### config.mk
export PLATFORM = sky130hd
export DESIGN_NAME = rc_osc_calibration_sequencer_top_flat
export DESIGN_NICKNAME = d
export VERILOG_FILES = /design/src/design/rcocs_pkg.sv /design/src/design/rcocs_if.sv /design/src/design/rc_osc_calibration_sequencer_top.sv /design/src/flat_wrapper.sv
export SDC_FILE = /design/constraint.sdc
export NUM_CORES = 1
export LEC_CHECK = 0
export ABC_AREA = 1
export BUFFER_PORTS_ARGS = -buffer_cell sky130_fd_sc_hd__buf_2
export CAP_MARGIN = 20
export CELL_PAD_IN_SITES_DETAIL_PLACEMENT = 2
export CELL_PAD_IN_SITES_GLOBAL_PLACEMENT = 2
export CORE_MARGIN = 4
export CORE_UTILIZATION = 36
export CTS_BUF_LIST = sky130_fd_sc_hd__clkbuf_2
export DETAILED_ROUTE_END_ITERATION = 6
export PLACE_DENSITY = 0.85
export REMOVE_ABC_BUFFERS = 1
export SLEW_MARGIN = 20
export SYNTH_ARGS = -nofsm -noshare
export SYNTH_HDL_FRONTEND = slang
export SYNTH_SLANG_ARGS = --single-unit
### constraint.sdc
create_clock -name clk -period 4.24 [get_ports clk]
set_input_delay 0.848 -clock clk [delete_from_list [all_inputs] [get_ports clk]]
set_output_delay 0.848 -clock clk [all_outputs]
set_load 0.05 [all_outputs]
### src/design/rcocs_pkg.sv
`timescale 1ns / 1ps

package rcocs_pkg;

	localparam int TEMP_WIDTH_DEFAULT = 16;
	localparam int KIND_WIDTH = 3;
	localparam int CFG_INDEX_WIDTH = 2;
	localparam int CFG_DATA_WIDTH = 8;
	localparam int LIMIT_WIDTH = 8;
	localparam int COUNT_WIDTH = 8;
	localparam logic [COUNT_WIDTH-1:0] COUNT_MAX = '1;

	localparam logic [KIND_WIDTH-1:0] KIND_TEMP_READY = 3'd0;
	localparam logic [KIND_WIDTH-1:0] KIND_CAL_DONE   = 3'd1;
	localparam logic [KIND_WIDTH-1:0] KIND_TIMEOUT    = 3'd2;
	localparam logic [KIND_WIDTH-1:0] KIND_HF_STARTED = 3'd3;
	localparam logic [KIND_WIDTH-1:0] KIND_LF_STARTED = 3'd4;

	localparam logic [CFG_INDEX_WIDTH-1:0] CFG_CAL_ENABLE    = 2'd0;
	localparam logic [CFG_INDEX_WIDTH-1:0] CFG_XTAL_SELECTED = 2'd1;
	localparam logic [CFG_INDEX_WIDTH-1:0] CFG_DELTA_LIMIT   = 2'd2;
	localparam logic [CFG_INDEX_WIDTH-1:0] CFG_TIMEOUTS      = 2'd3;

	localparam logic [LIMIT_WIDTH-1:0] DELTA_LIMIT_RESET = 8'd2;
	localparam logic [COUNT_WIDTH-1:0] TIMEOUTS_RESET    = 8'd2;

	typedef struct packed {
		logic start_temp;
		logic stop_temp;
		logic start_calibration;
		logic start_hfxo;
		logic stop_hfxo;
		logic start_cal_timer;
		logic stop_lfclk;
		logic lfclk_available;
	} res_t;

endpackage

### src/design/rcocs_if.sv
`timescale 1ns / 1ps

interface rcocs_evt_if import rcocs_pkg::*; #(
	parameter int TEMP_WIDTH = TEMP_WIDTH_DEFAULT
);
	logic                         valid;
	logic                         ready;
	logic [KIND_WIDTH-1:0]        kind;
	logic signed [TEMP_WIDTH-1:0] temperature;
	logic                         hfxo_running;
	logic                         lf_requested;

	modport source (output valid, kind, temperature, hfxo_running, lf_requested, input ready);
	modport sink (input valid, kind, temperature, hfxo_running, lf_requested, output ready);
endinterface

interface rcocs_res_if;
	logic valid;
	logic ready;
	logic start_temp;
	logic stop_temp;
	logic start_calibration;
	logic start_hfxo;
	logic stop_hfxo;
	logic start_cal_timer;
	logic stop_lfclk;
	logic lfclk_available;

	modport source (output valid, start_temp, stop_temp, start_calibration, start_hfxo,
		stop_hfxo, start_cal_timer, stop_lfclk, lfclk_available, input ready);
	modport sink (input valid, start_temp, stop_temp, start_calibration, start_hfxo,
		stop_hfxo, start_cal_timer, stop_lfclk, lfclk_available, output ready);
endinterface

### src/design/rc_osc_calibration_sequencer_top.sv
`timescale 1ns / 1ps

// RC oscillator calibration sequencer.
// Events enter on the evt channel (valid/ready); each accepted transaction
// produces exactly one transaction of task strobes on the res channel.
// The cfg port writes the four registers (enable, crystal select, delta
// limit, timeouts per measure) with cfg_we/cfg_index/cfg_data; write only
// while no event is in flight.
// An event is registered in the input stage on acceptance and its strobes
// are registered in the result stage when that stage advances, which waits
// while the receiver has not taken the previous result. Throughput is one
// event per cycle while the receiver takes every result, set by the single
// input register and the result register; the flag update is one short pass
// of logic plus one subtract-and-compare on the temperature.
// When the receiver stalls, the result register holds its strobes and one
// more event can still be taken into the input register; after that ready
// drops until the result is taken.
// Reset (arst_n low, asynchronous) clears all flags, the timeout count, the
// stored temperatures and both stages, and loads the register defaults
// (calibration off, crystal not selected, limit 2, two timeouts).
module rc_osc_calibration_sequencer_top import rcocs_pkg::*; #(
	parameter int TEMP_WIDTH = TEMP_WIDTH_DEFAULT
) (
	input  logic                       clk,
	input  logic                       arst_n,
	rcocs_evt_if.sink                  evt,
	rcocs_res_if.source                res,
	input  logic                       cfg_we,
	input  logic [CFG_INDEX_WIDTH-1:0] cfg_index,
	input  logic [CFG_DATA_WIDTH-1:0]  cfg_data
);

	// Configuration registers
	logic                   cal_enable_q;
	logic                   xtal_selected_q;
	logic [LIMIT_WIDTH-1:0] delta_limit_q;
	logic [COUNT_WIDTH-1:0] timeouts_q;

	// Sequencer state
	logic                         cal_requested_q;
	logic                         cal_busy_q;
	logic                         temp_busy_q;
	logic                         cal_complete_q;
	logic [COUNT_WIDTH-1:0]       timeout_count_q;
	logic signed [TEMP_WIDTH-1:0] last_cal_temp_q;
	logic signed [TEMP_WIDTH-1:0] current_temp_q;

	// Input stage
	logic                         valid_s1;
	logic [KIND_WIDTH-1:0]        kind_s1;
	logic signed [TEMP_WIDTH-1:0] temp_s1;
	logic                         hfxo_s1;
	logic                         lfreq_s1;

	// Result stage
	logic res_valid_s2;
	res_t res_s2;

	logic advance;

	assign advance   = valid_s1 && (!res_valid_s2 || res.ready);
	assign evt.ready = !valid_s1 || advance;

	always_ff @(posedge clk or negedge arst_n) begin
		if (!arst_n) begin
			cal_enable_q    <= 1'b0;
			xtal_selected_q <= 1'b0;
			delta_limit_q   <= DELTA_LIMIT_RESET;
			timeouts_q      <= TIMEOUTS_RESET;
		end else if (cfg_we) begin
			case (cfg_index)
				CFG_CAL_ENABLE:    cal_enable_q    <= cfg_data[0];
				CFG_XTAL_SELECTED: xtal_selected_q <= cfg_data[0];
				CFG_DELTA_LIMIT:   delta_limit_q   <= cfg_data[LIMIT_WIDTH-1:0];
				CFG_TIMEOUTS:      timeouts_q      <= cfg_data[COUNT_WIDTH-1:0];
				default: ;
			endcase
		end
	end

	always_ff @(posedge clk or negedge arst_n) begin
		if (!arst_n) begin
			valid_s1 <= 1'b0;
		end else if (evt.ready) begin
			valid_s1 <= evt.valid;
		end
	end

	always_ff @(posedge clk) begin
		if (evt.valid && evt.ready) begin
			kind_s1  <= evt.kind;
			temp_s1  <= evt.temperature;
			hfxo_s1  <= evt.hfxo_running;
			lfreq_s1 <= evt.lf_requested;
		end
	end

	// Temperature change since the last calibration, one bit wider so the
	// difference and its magnitude never overflow.
	logic signed [TEMP_WIDTH:0] diff;
	logic        [TEMP_WIDTH:0] diff_abs;
	logic                       delta_exceeded;

	assign diff     = {temp_s1[TEMP_WIDTH-1], temp_s1}
	                - {last_cal_temp_q[TEMP_WIDTH-1], last_cal_temp_q};
	assign diff_abs = diff[TEMP_WIDTH] ? (TEMP_WIDTH+1)'(-diff) : (TEMP_WIDTH+1)'(diff);
	assign delta_exceeded = diff_abs > {{(TEMP_WIDTH+1-LIMIT_WIDTH){1'b0}}, delta_limit_q};

	logic                         n_pending;
	logic                         n_cal_busy;
	logic                         n_temp_busy;
	logic                         n_complete;
	logic [COUNT_WIDTH-1:0]       n_count;
	logic signed [TEMP_WIDTH-1:0] n_last;
	logic signed [TEMP_WIDTH-1:0] n_current;
	res_t                         res_c;
	logic                         hf_try;
	logic                         lf_try;
	logic [COUNT_WIDTH-1:0]       count_inc;

	assign count_inc = (timeout_count_q != COUNT_MAX) ? timeout_count_q + 1'b1 : timeout_count_q;

	// The steps below are evaluated in order, each seeing the flags left by
	// the step before, as the event handling is defined.
	always_comb begin
		n_pending   = cal_requested_q;
		n_cal_busy  = cal_busy_q;
		n_temp_busy = temp_busy_q;
		n_complete  = cal_complete_q;
		n_count     = timeout_count_q;
		n_last      = last_cal_temp_q;
		n_current   = current_temp_q;
		res_c       = '0;
		hf_try      = 1'b0;
		lf_try      = 1'b0;

		case (kind_s1)
			KIND_TEMP_READY: begin
				n_temp_busy = 1'b0;
				if (!n_cal_busy) begin
					n_current       = temp_s1;
					res_c.stop_temp = 1'b1;
					if (delta_exceeded && !n_pending) begin
						n_pending = 1'b1;
						if (hfxo_s1) begin
							if (cal_enable_q && !n_cal_busy && !n_temp_busy) begin
								n_cal_busy              = 1'b1;
								n_temp_busy             = 1'b1;
								res_c.start_temp        = 1'b1;
								res_c.start_calibration = 1'b1;
							end
						end else begin
							res_c.start_hfxo = 1'b1;
						end
					end else begin
						n_count = '0;
					end
				end
			end
			KIND_CAL_DONE: begin
				n_last     = current_temp_q;
				n_complete = cal_enable_q;
				n_cal_busy = 1'b0;
				n_pending  = 1'b0;
				n_count    = '0;
				hf_try     = 1'b1;
				lf_try     = 1'b1;
			end
			KIND_TIMEOUT: begin
				n_count = count_inc;
				if (count_inc >= timeouts_q && !n_temp_busy) begin
					n_temp_busy      = 1'b1;
					res_c.start_temp = 1'b1;
				end
				res_c.start_cal_timer = cal_enable_q;
			end
			KIND_HF_STARTED: hf_try = 1'b1;
			KIND_LF_STARTED: lf_try = 1'b1;
			default: ;
		endcase

		if (hf_try && hfxo_s1) begin
			if (cal_enable_q && n_pending && !n_cal_busy && !n_temp_busy) begin
				n_cal_busy              = 1'b1;
				n_temp_busy             = 1'b1;
				res_c.start_temp        = 1'b1;
				res_c.start_calibration = 1'b1;
			end
			if (!xtal_selected_q && !(n_pending && cal_enable_q)) begin
				res_c.stop_hfxo = 1'b1;
			end
		end

		if (lf_try) begin
			if (lfreq_s1) begin
				if (cal_enable_q && !n_complete) begin
					n_pending = 1'b1;
					if (hfxo_s1) begin
						if (!n_cal_busy && !n_temp_busy) begin
							n_cal_busy              = 1'b1;
							n_temp_busy             = 1'b1;
							res_c.start_temp        = 1'b1;
							res_c.start_calibration = 1'b1;
						end
					end else begin
						res_c.start_hfxo = 1'b1;
					end
					res_c.start_cal_timer = 1'b1;
				end
				res_c.lfclk_available = 1'b1;
			end else begin
				n_complete       = 1'b0;
				res_c.stop_lfclk = 1'b1;
			end
		end
	end

	always_ff @(posedge clk or negedge arst_n) begin
		if (!arst_n) begin
			cal_requested_q <= 1'b0;
			cal_busy_q      <= 1'b0;
			temp_busy_q     <= 1'b0;
			cal_complete_q  <= 1'b0;
			timeout_count_q <= '0;
			last_cal_temp_q <= '0;
			current_temp_q  <= '0;
		end else if (advance) begin
			cal_requested_q <= n_pending;
			cal_busy_q      <= n_cal_busy;
			temp_busy_q     <= n_temp_busy;
			cal_complete_q  <= n_complete;
			timeout_count_q <= n_count;
			last_cal_temp_q <= n_last;
			current_temp_q  <= n_current;
		end
	end

	always_ff @(posedge clk or negedge arst_n) begin
		if (!arst_n) begin
			res_valid_s2 <= 1'b0;
		end else if (advance) begin
			res_valid_s2 <= 1'b1;
		end else if (res.ready) begin
			res_valid_s2 <= 1'b0;
		end
	end

	always_ff @(posedge clk) begin
		if (advance) begin
			res_s2 <= res_c;
		end
	end

	assign res.valid             = res_valid_s2;
	assign res.start_temp        = res_s2.start_temp;
	assign res.stop_temp         = res_s2.stop_temp;
	assign res.start_calibration = res_s2.start_calibration;
	assign res.start_hfxo        = res_s2.start_hfxo;
	assign res.stop_hfxo         = res_s2.stop_hfxo;
	assign res.start_cal_timer   = res_s2.start_cal_timer;
	assign res.stop_lfclk        = res_s2.stop_lfclk;
	assign res.lfclk_available   = res_s2.lfclk_available;

	// A calibration always starts together with a temperature measurement.
	a_cal_with_temp: assert property (@(posedge clk) disable iff (!arst_n)
		res_valid_s2 && res_s2.start_calibration |-> res_s2.start_temp)
		else $error("calibration started without a temperature measurement");

	// Starting the crystal and starting a calibration exclude each other.
	a_hfxo_vs_cal: assert property (@(posedge clk) disable iff (!arst_n)
		res_valid_s2 |-> !(res_s2.start_hfxo && res_s2.start_calibration))
		else $error("crystal start and calibration start in one transaction");

	// A started calibration leaves both busy flags set.
	a_busy_after_start: assert property (@(posedge clk) disable iff (!arst_n)
		advance && res_c.start_calibration |=> cal_busy_q && temp_busy_q)
		else $error("busy flags not set after calibration start");

	// A stalled event in the input stage keeps its contents and the state.
	a_stall_holds: assert property (@(posedge clk) disable iff (!arst_n)
		valid_s1 && !advance |=> valid_s1 && $stable(kind_s1) && $stable(cal_requested_q))
		else $error("input stage or state changed while stalled");

endmodule
### src/flat_wrapper.sv
// flat-port wrapper written by rule: the top's interface ports become plain ports
module rc_osc_calibration_sequencer_top_flat import rcocs_pkg::*;
#(
	parameter int TEMP_WIDTH = TEMP_WIDTH_DEFAULT
)
  (clk, arst_n, cfg_we, cfg_index, cfg_data, evt_valid, evt_kind, evt_temperature, evt_hfxo_running, evt_lf_requested, evt_ready, res_valid, res_start_temp, res_stop_temp, res_start_calibration, res_start_hfxo, res_stop_hfxo, res_start_cal_timer, res_stop_lfclk, res_lfclk_available, res_ready);
  rcocs_evt_if #(.TEMP_WIDTH(TEMP_WIDTH)) evt_i ();
  rcocs_res_if res_i ();
  input  logic clk;
  input  logic arst_n;
  input  logic cfg_we;
  input  logic [CFG_INDEX_WIDTH-1:0] cfg_index;
  input  logic [CFG_DATA_WIDTH-1:0] cfg_data;
  input wire logic [$bits(evt_i.valid)-1:0] evt_valid;
  input wire logic [$bits(evt_i.kind)-1:0] evt_kind;
  input wire logic [$bits(evt_i.temperature)-1:0] evt_temperature;
  input wire logic [$bits(evt_i.hfxo_running)-1:0] evt_hfxo_running;
  input wire logic [$bits(evt_i.lf_requested)-1:0] evt_lf_requested;
  output wire logic [$bits(evt_i.ready)-1:0] evt_ready;
  output wire logic [$bits(res_i.valid)-1:0] res_valid;
  output wire logic [$bits(res_i.start_temp)-1:0] res_start_temp;
  output wire logic [$bits(res_i.stop_temp)-1:0] res_stop_temp;
  output wire logic [$bits(res_i.start_calibration)-1:0] res_start_calibration;
  output wire logic [$bits(res_i.start_hfxo)-1:0] res_start_hfxo;
  output wire logic [$bits(res_i.stop_hfxo)-1:0] res_stop_hfxo;
  output wire logic [$bits(res_i.start_cal_timer)-1:0] res_start_cal_timer;
  output wire logic [$bits(res_i.stop_lfclk)-1:0] res_stop_lfclk;
  output wire logic [$bits(res_i.lfclk_available)-1:0] res_lfclk_available;
  input wire logic [$bits(res_i.ready)-1:0] res_ready;
  assign evt_i.valid = evt_valid;
  assign evt_i.kind = evt_kind;
  assign evt_i.temperature = evt_temperature;
  assign evt_i.hfxo_running = evt_hfxo_running;
  assign evt_i.lf_requested = evt_lf_requested;
  assign evt_ready = evt_i.ready;
  assign res_valid = res_i.valid;
  assign res_start_temp = res_i.start_temp;
  assign res_stop_temp = res_i.stop_temp;
  assign res_start_calibration = res_i.start_calibration;
  assign res_start_hfxo = res_i.start_hfxo;
  assign res_stop_hfxo = res_i.stop_hfxo;
  assign res_start_cal_timer = res_i.start_cal_timer;
  assign res_stop_lfclk = res_i.stop_lfclk;
  assign res_lfclk_available = res_i.lfclk_available;
  assign res_i.ready = res_ready;
  rc_osc_calibration_sequencer_top #(.TEMP_WIDTH(TEMP_WIDTH)) u_core (.clk(clk), .arst_n(arst_n), .evt(evt_i), .res(res_i), .cfg_we(cfg_we), .cfg_index(cfg_index), .cfg_data(cfg_data));
endmodule
==> results.ini <==
[sta]
crit_share_post_route = 1.02
setup-violations-final = 11
unrepaired_setup_endpoints_after_global_routing = true
max_slew_margin = 0.371
worst-slew-pin-transition_ns = 0.943
finalClockSkew_ns = 0.0467
worst_slack_ns = -0.0833
total_count_of_hold_check_failures_in_the_final_report = 0
maxSlewViolCount = 0
finalCriticalPeriod_ns = 4.32
max_clock_freq_ghz = 0.231

[floorplan]
io_pins = 46
dieArea_sq_mm = 0.0186
chipWidth_microns = 136
std_cell_rows = 46
die_height_microns = 136
coreArea_sq_mm = 0.0160
floorplan.initialDensity = 0.370

[yosys]
ys_types = 33
gate_count_post_synth = 810
synth-main-ff-cell = dfrtp_1
fraction_of_the_mapped_netlist_area_in_compound_gates = 0.0866
post_synth_and_or_nand_nor_area_fraction = 0.294
yosys_warnings = 0
synth_largest_type_area_fraction = 0.262
async_reset_ff_frac = 0.688
synth.mux.area_fraction = 0.00169
synthXorXnorAreaFrac = 0.0163
post-synth-top-area-cell = dfrtp_1
seq_area_frac_synth = 0.418
synthesis.area_sq_mm = 0.00593
syn-mean-instance-area_sq_um = 7.32
synth-seq-cells = 93
number_of_flops_mapped_to_enable_cells_by_yosys = 29
synth_top_family_by_area = simple AND/OR/NAND/NOR gates
yosys.area_share.adder = 0.0752
post_synth_main_area_contributors = dfrtp_1 26%, nand2_1 16%, edfxtp_1 15%

[layout]
post-route-cell-area_sq_mm = 0.00697
nets = 950
mostFrequentLayoutCells = 240 x nand2_1, 149 x inv_1, 62 x dfrtp_1
filler_cell_count = 1942
layout-drive-gt1-share = 0.188
area.growth.synth_to_final_pct = 17.6
mostFrequentLayoutCell = nand2_1

[grt]
grt-ovfl-total = 0
first_pass_grt_wire_length_microns = 31000
grt_use_total = 0.211
largest_net_degree_at_the_start_of_global_routing = 44
antenna_found_initial = 1
grt_pass1_vias = 6159

[route]
wl_microns = 21100
wl_per_cell_microns = 19.2
via_count = 5670
drc_errors = 0
drt_first_pass_iters = 4
drtIter0Drc = 259
antenna_left = 0
route.detailed.vias_per_inst = 5.15

[status]
violations = setup timing
status = finished, violations left

[critical_path]
critPathSlowestCell = fa_2
worst_case_register_to_register_setup_slack_ns = -0.08
crit_top_cell = nand2_4
timing.critical_path.arrival_ns = 4.89
timing.critical_path.fanout_max = 6
critical_path_required_ns = 4.81
worst_path_largest_cell_delay_ns = 0.42
critical_path.endpoint_type = flop
setup.worst_path.start_class = flop
setup.worst_path.class = reg2reg

[cts]
clk_pin_slew_worst_paths_ns = 0.31
clock_tree.htree_level_count = 3
cts-buffers-inserted = 9
cts.sink_count = 93
ctsLongestPathBuffers = 2
cts-root-buf = clkbuf_2
ctsHoldBuffers = 0
cts_tree = yes
clock_latency_ns = 0.67

[place]
portBuffers = 45
dpl.hpwl_microns = 14600
placement.cell_area_sq_mm = 0.00639
gp_routability_congestion = 0.841

[pwr]
p_total_mw = 4.93
seq_power_share = 0.258
power.share.clock = 0.091
leakage_nw = 3.57
ir_worst_vdd_mv = 0.220
p_sw_mw = 2.60
switching_power_share_of_the_total = 0.527
p_comb_frac = 0.651
powerDensity_mw_per_mm2 = 707
intPower_mw = 2.33

[job]
maxCapViolCount = 0

[worst_hold_path]
hold_class = in2async

## metrics by stage
step                 util  hold WS [ns]  worst slack, ns  instances  TNS, ns
finish              0.436         0.148          -0.0833       1101   -0.493
global route        0.436         0.136           -0.401       1101    -4.17
CTS                 0.410         0.280           0.0156       1084        0
detailed placement  0.399         0.482           -0.212       1064    -1.16
global placement    0.399         0.467            0.158       1064        0
floorplan               -         0.453            0.293        798        0
## synthesized netlist by cell type (2+ instances only)
master,n
nor2_1,46
o21ai_2,5
inv_2,3
nand2_1,254
nand3b_1,3
ha_1,34
o22ai_1,2
o31ai_1,3
dfstp_2,2
buf_6,3
edfxtp_1,29
nand2_2,8
nand3_2,4
xor2_1,10
nand3_1,64
dfrtp_1,62
nor3_1,9
o21ai_0,60
a21oi_1,23
clkbuf_1,8
nor2_2,4
inv_1,151
and2_1,3
nand4_1,11
## worst paths after layout
check	start	to	cells past startpoint
setup / recovery	u_core.temp_s1[0]	u_core.res.start_temp	30
hold / removal	arst_n	u_core.timeout_count_q[5]	1
setup reg to reg	u_core.temp_s1[0]	u_core.res.start_temp	30
hold reg to reg	u_core.temp_s1[9]	u_core.current_temp_q[9]	2
max in group asynchronous	arst_n	u_core.last_cal_temp_q[6]	2
min in group clk	evt_temperature[10]	u_core.temp_s1[10]	1
## registers in the layout, indices dropped and copies added, names as in the netlist, 3 cells and up
| signal | cells |
|---|---|
| u_core.delta_limit_q | 8 |
| u_core.timeout_count_q | 8 |
| u_core.timeouts_q | 8 |
| u_core.last_cal_temp_q | 16 |
| u_core.temp_s1 | 16 |
| u_core.kind_s1 | 3 |
| u_core.current_temp_q | 16 |
## power groups by stage
| stage | combinational, mW | sequential, mW | clock [mW] |
|---|---|---|---|
| 2_1_floorplan | 1.74 | 1.29 | 0 |
| 3_3_place_gp | 2.30 | 1.27 | 0 |
| 3_5_place_dp | 2.52 | 1.29 | 0 |
| 4_1_cts | 2.59 | 1.27 | 0.458 |
| 5_1_grt | 3.57 | 1.30 | 0.500 |
| 6_report | 3.21 | 1.27 | 0.447 |
## critical path, delay by kind of cell (launching register included)
family                     cells  cell delay (ns)
xor gates and xnor gates       1             0.18
AOI/OAI and AO/OA              4             0.51
DFF                            1             0.41
and+or+nand+nor               19             2.00
adders and majority gates      3             0.86
buffers and inverters          3             0.28
## per-layer routing
| metal | vias to the layer above | track usage | wire, microns |
|---|---|---|---|
| met5 | - | 0 | 0 |
| met2 | 88 | 0.387 | 11200 |
| li1 | 2693 | - | - |
| met1 | 2860 | 0.262 | 8960 |
| met3 | 29 | 0.0237 | 507 |
| met4 | 0 | 0.0588 | 482 |
## logic make-up (layout without fill, tap and decap cells)
| kind of cell | Yosys count | in the layout |
|---|---|---|
| AOI/OAI and AO/OA | 96 | 96 |
| xor gates and xnor gates | 11 | 11 |
| adders and majority gates | 35 | 35 |
| buffers and inverters | 166 | 240 |
| DFF | 93 | 93 |
| muxes | 1 | 1 |
| other | 0 | 1 |
| and+or+nand+nor | 408 | 408 |
## timing repair
| item | in CTS | in global routing |
|---|---|---|
| buffers inserted | 4 | 16 |
| pin swaps | 1 | 21 |
| setup endpoints to repair | 12 | 15 |
| resized for setup | 7 | 69 |
## area by class of cell
type | instances | area [sq um] | share of cell area
clock inverters | 7 | 57.6 | 0.00826
multi-input cells | 551 | 3100 | 0.445
clock buffers | 9 | 45.0 | 0.00646
diodes | 1 | 2.50 | 0.000359
repair buffers | 70 | 444 | 0.0637
inverters | 154 | 578 | 0.0829
well taps | 216 | 270 | 0.0388
flip-flops and latches | 93 | 2470 | 0.355
(Power assumes the default switching activity.)
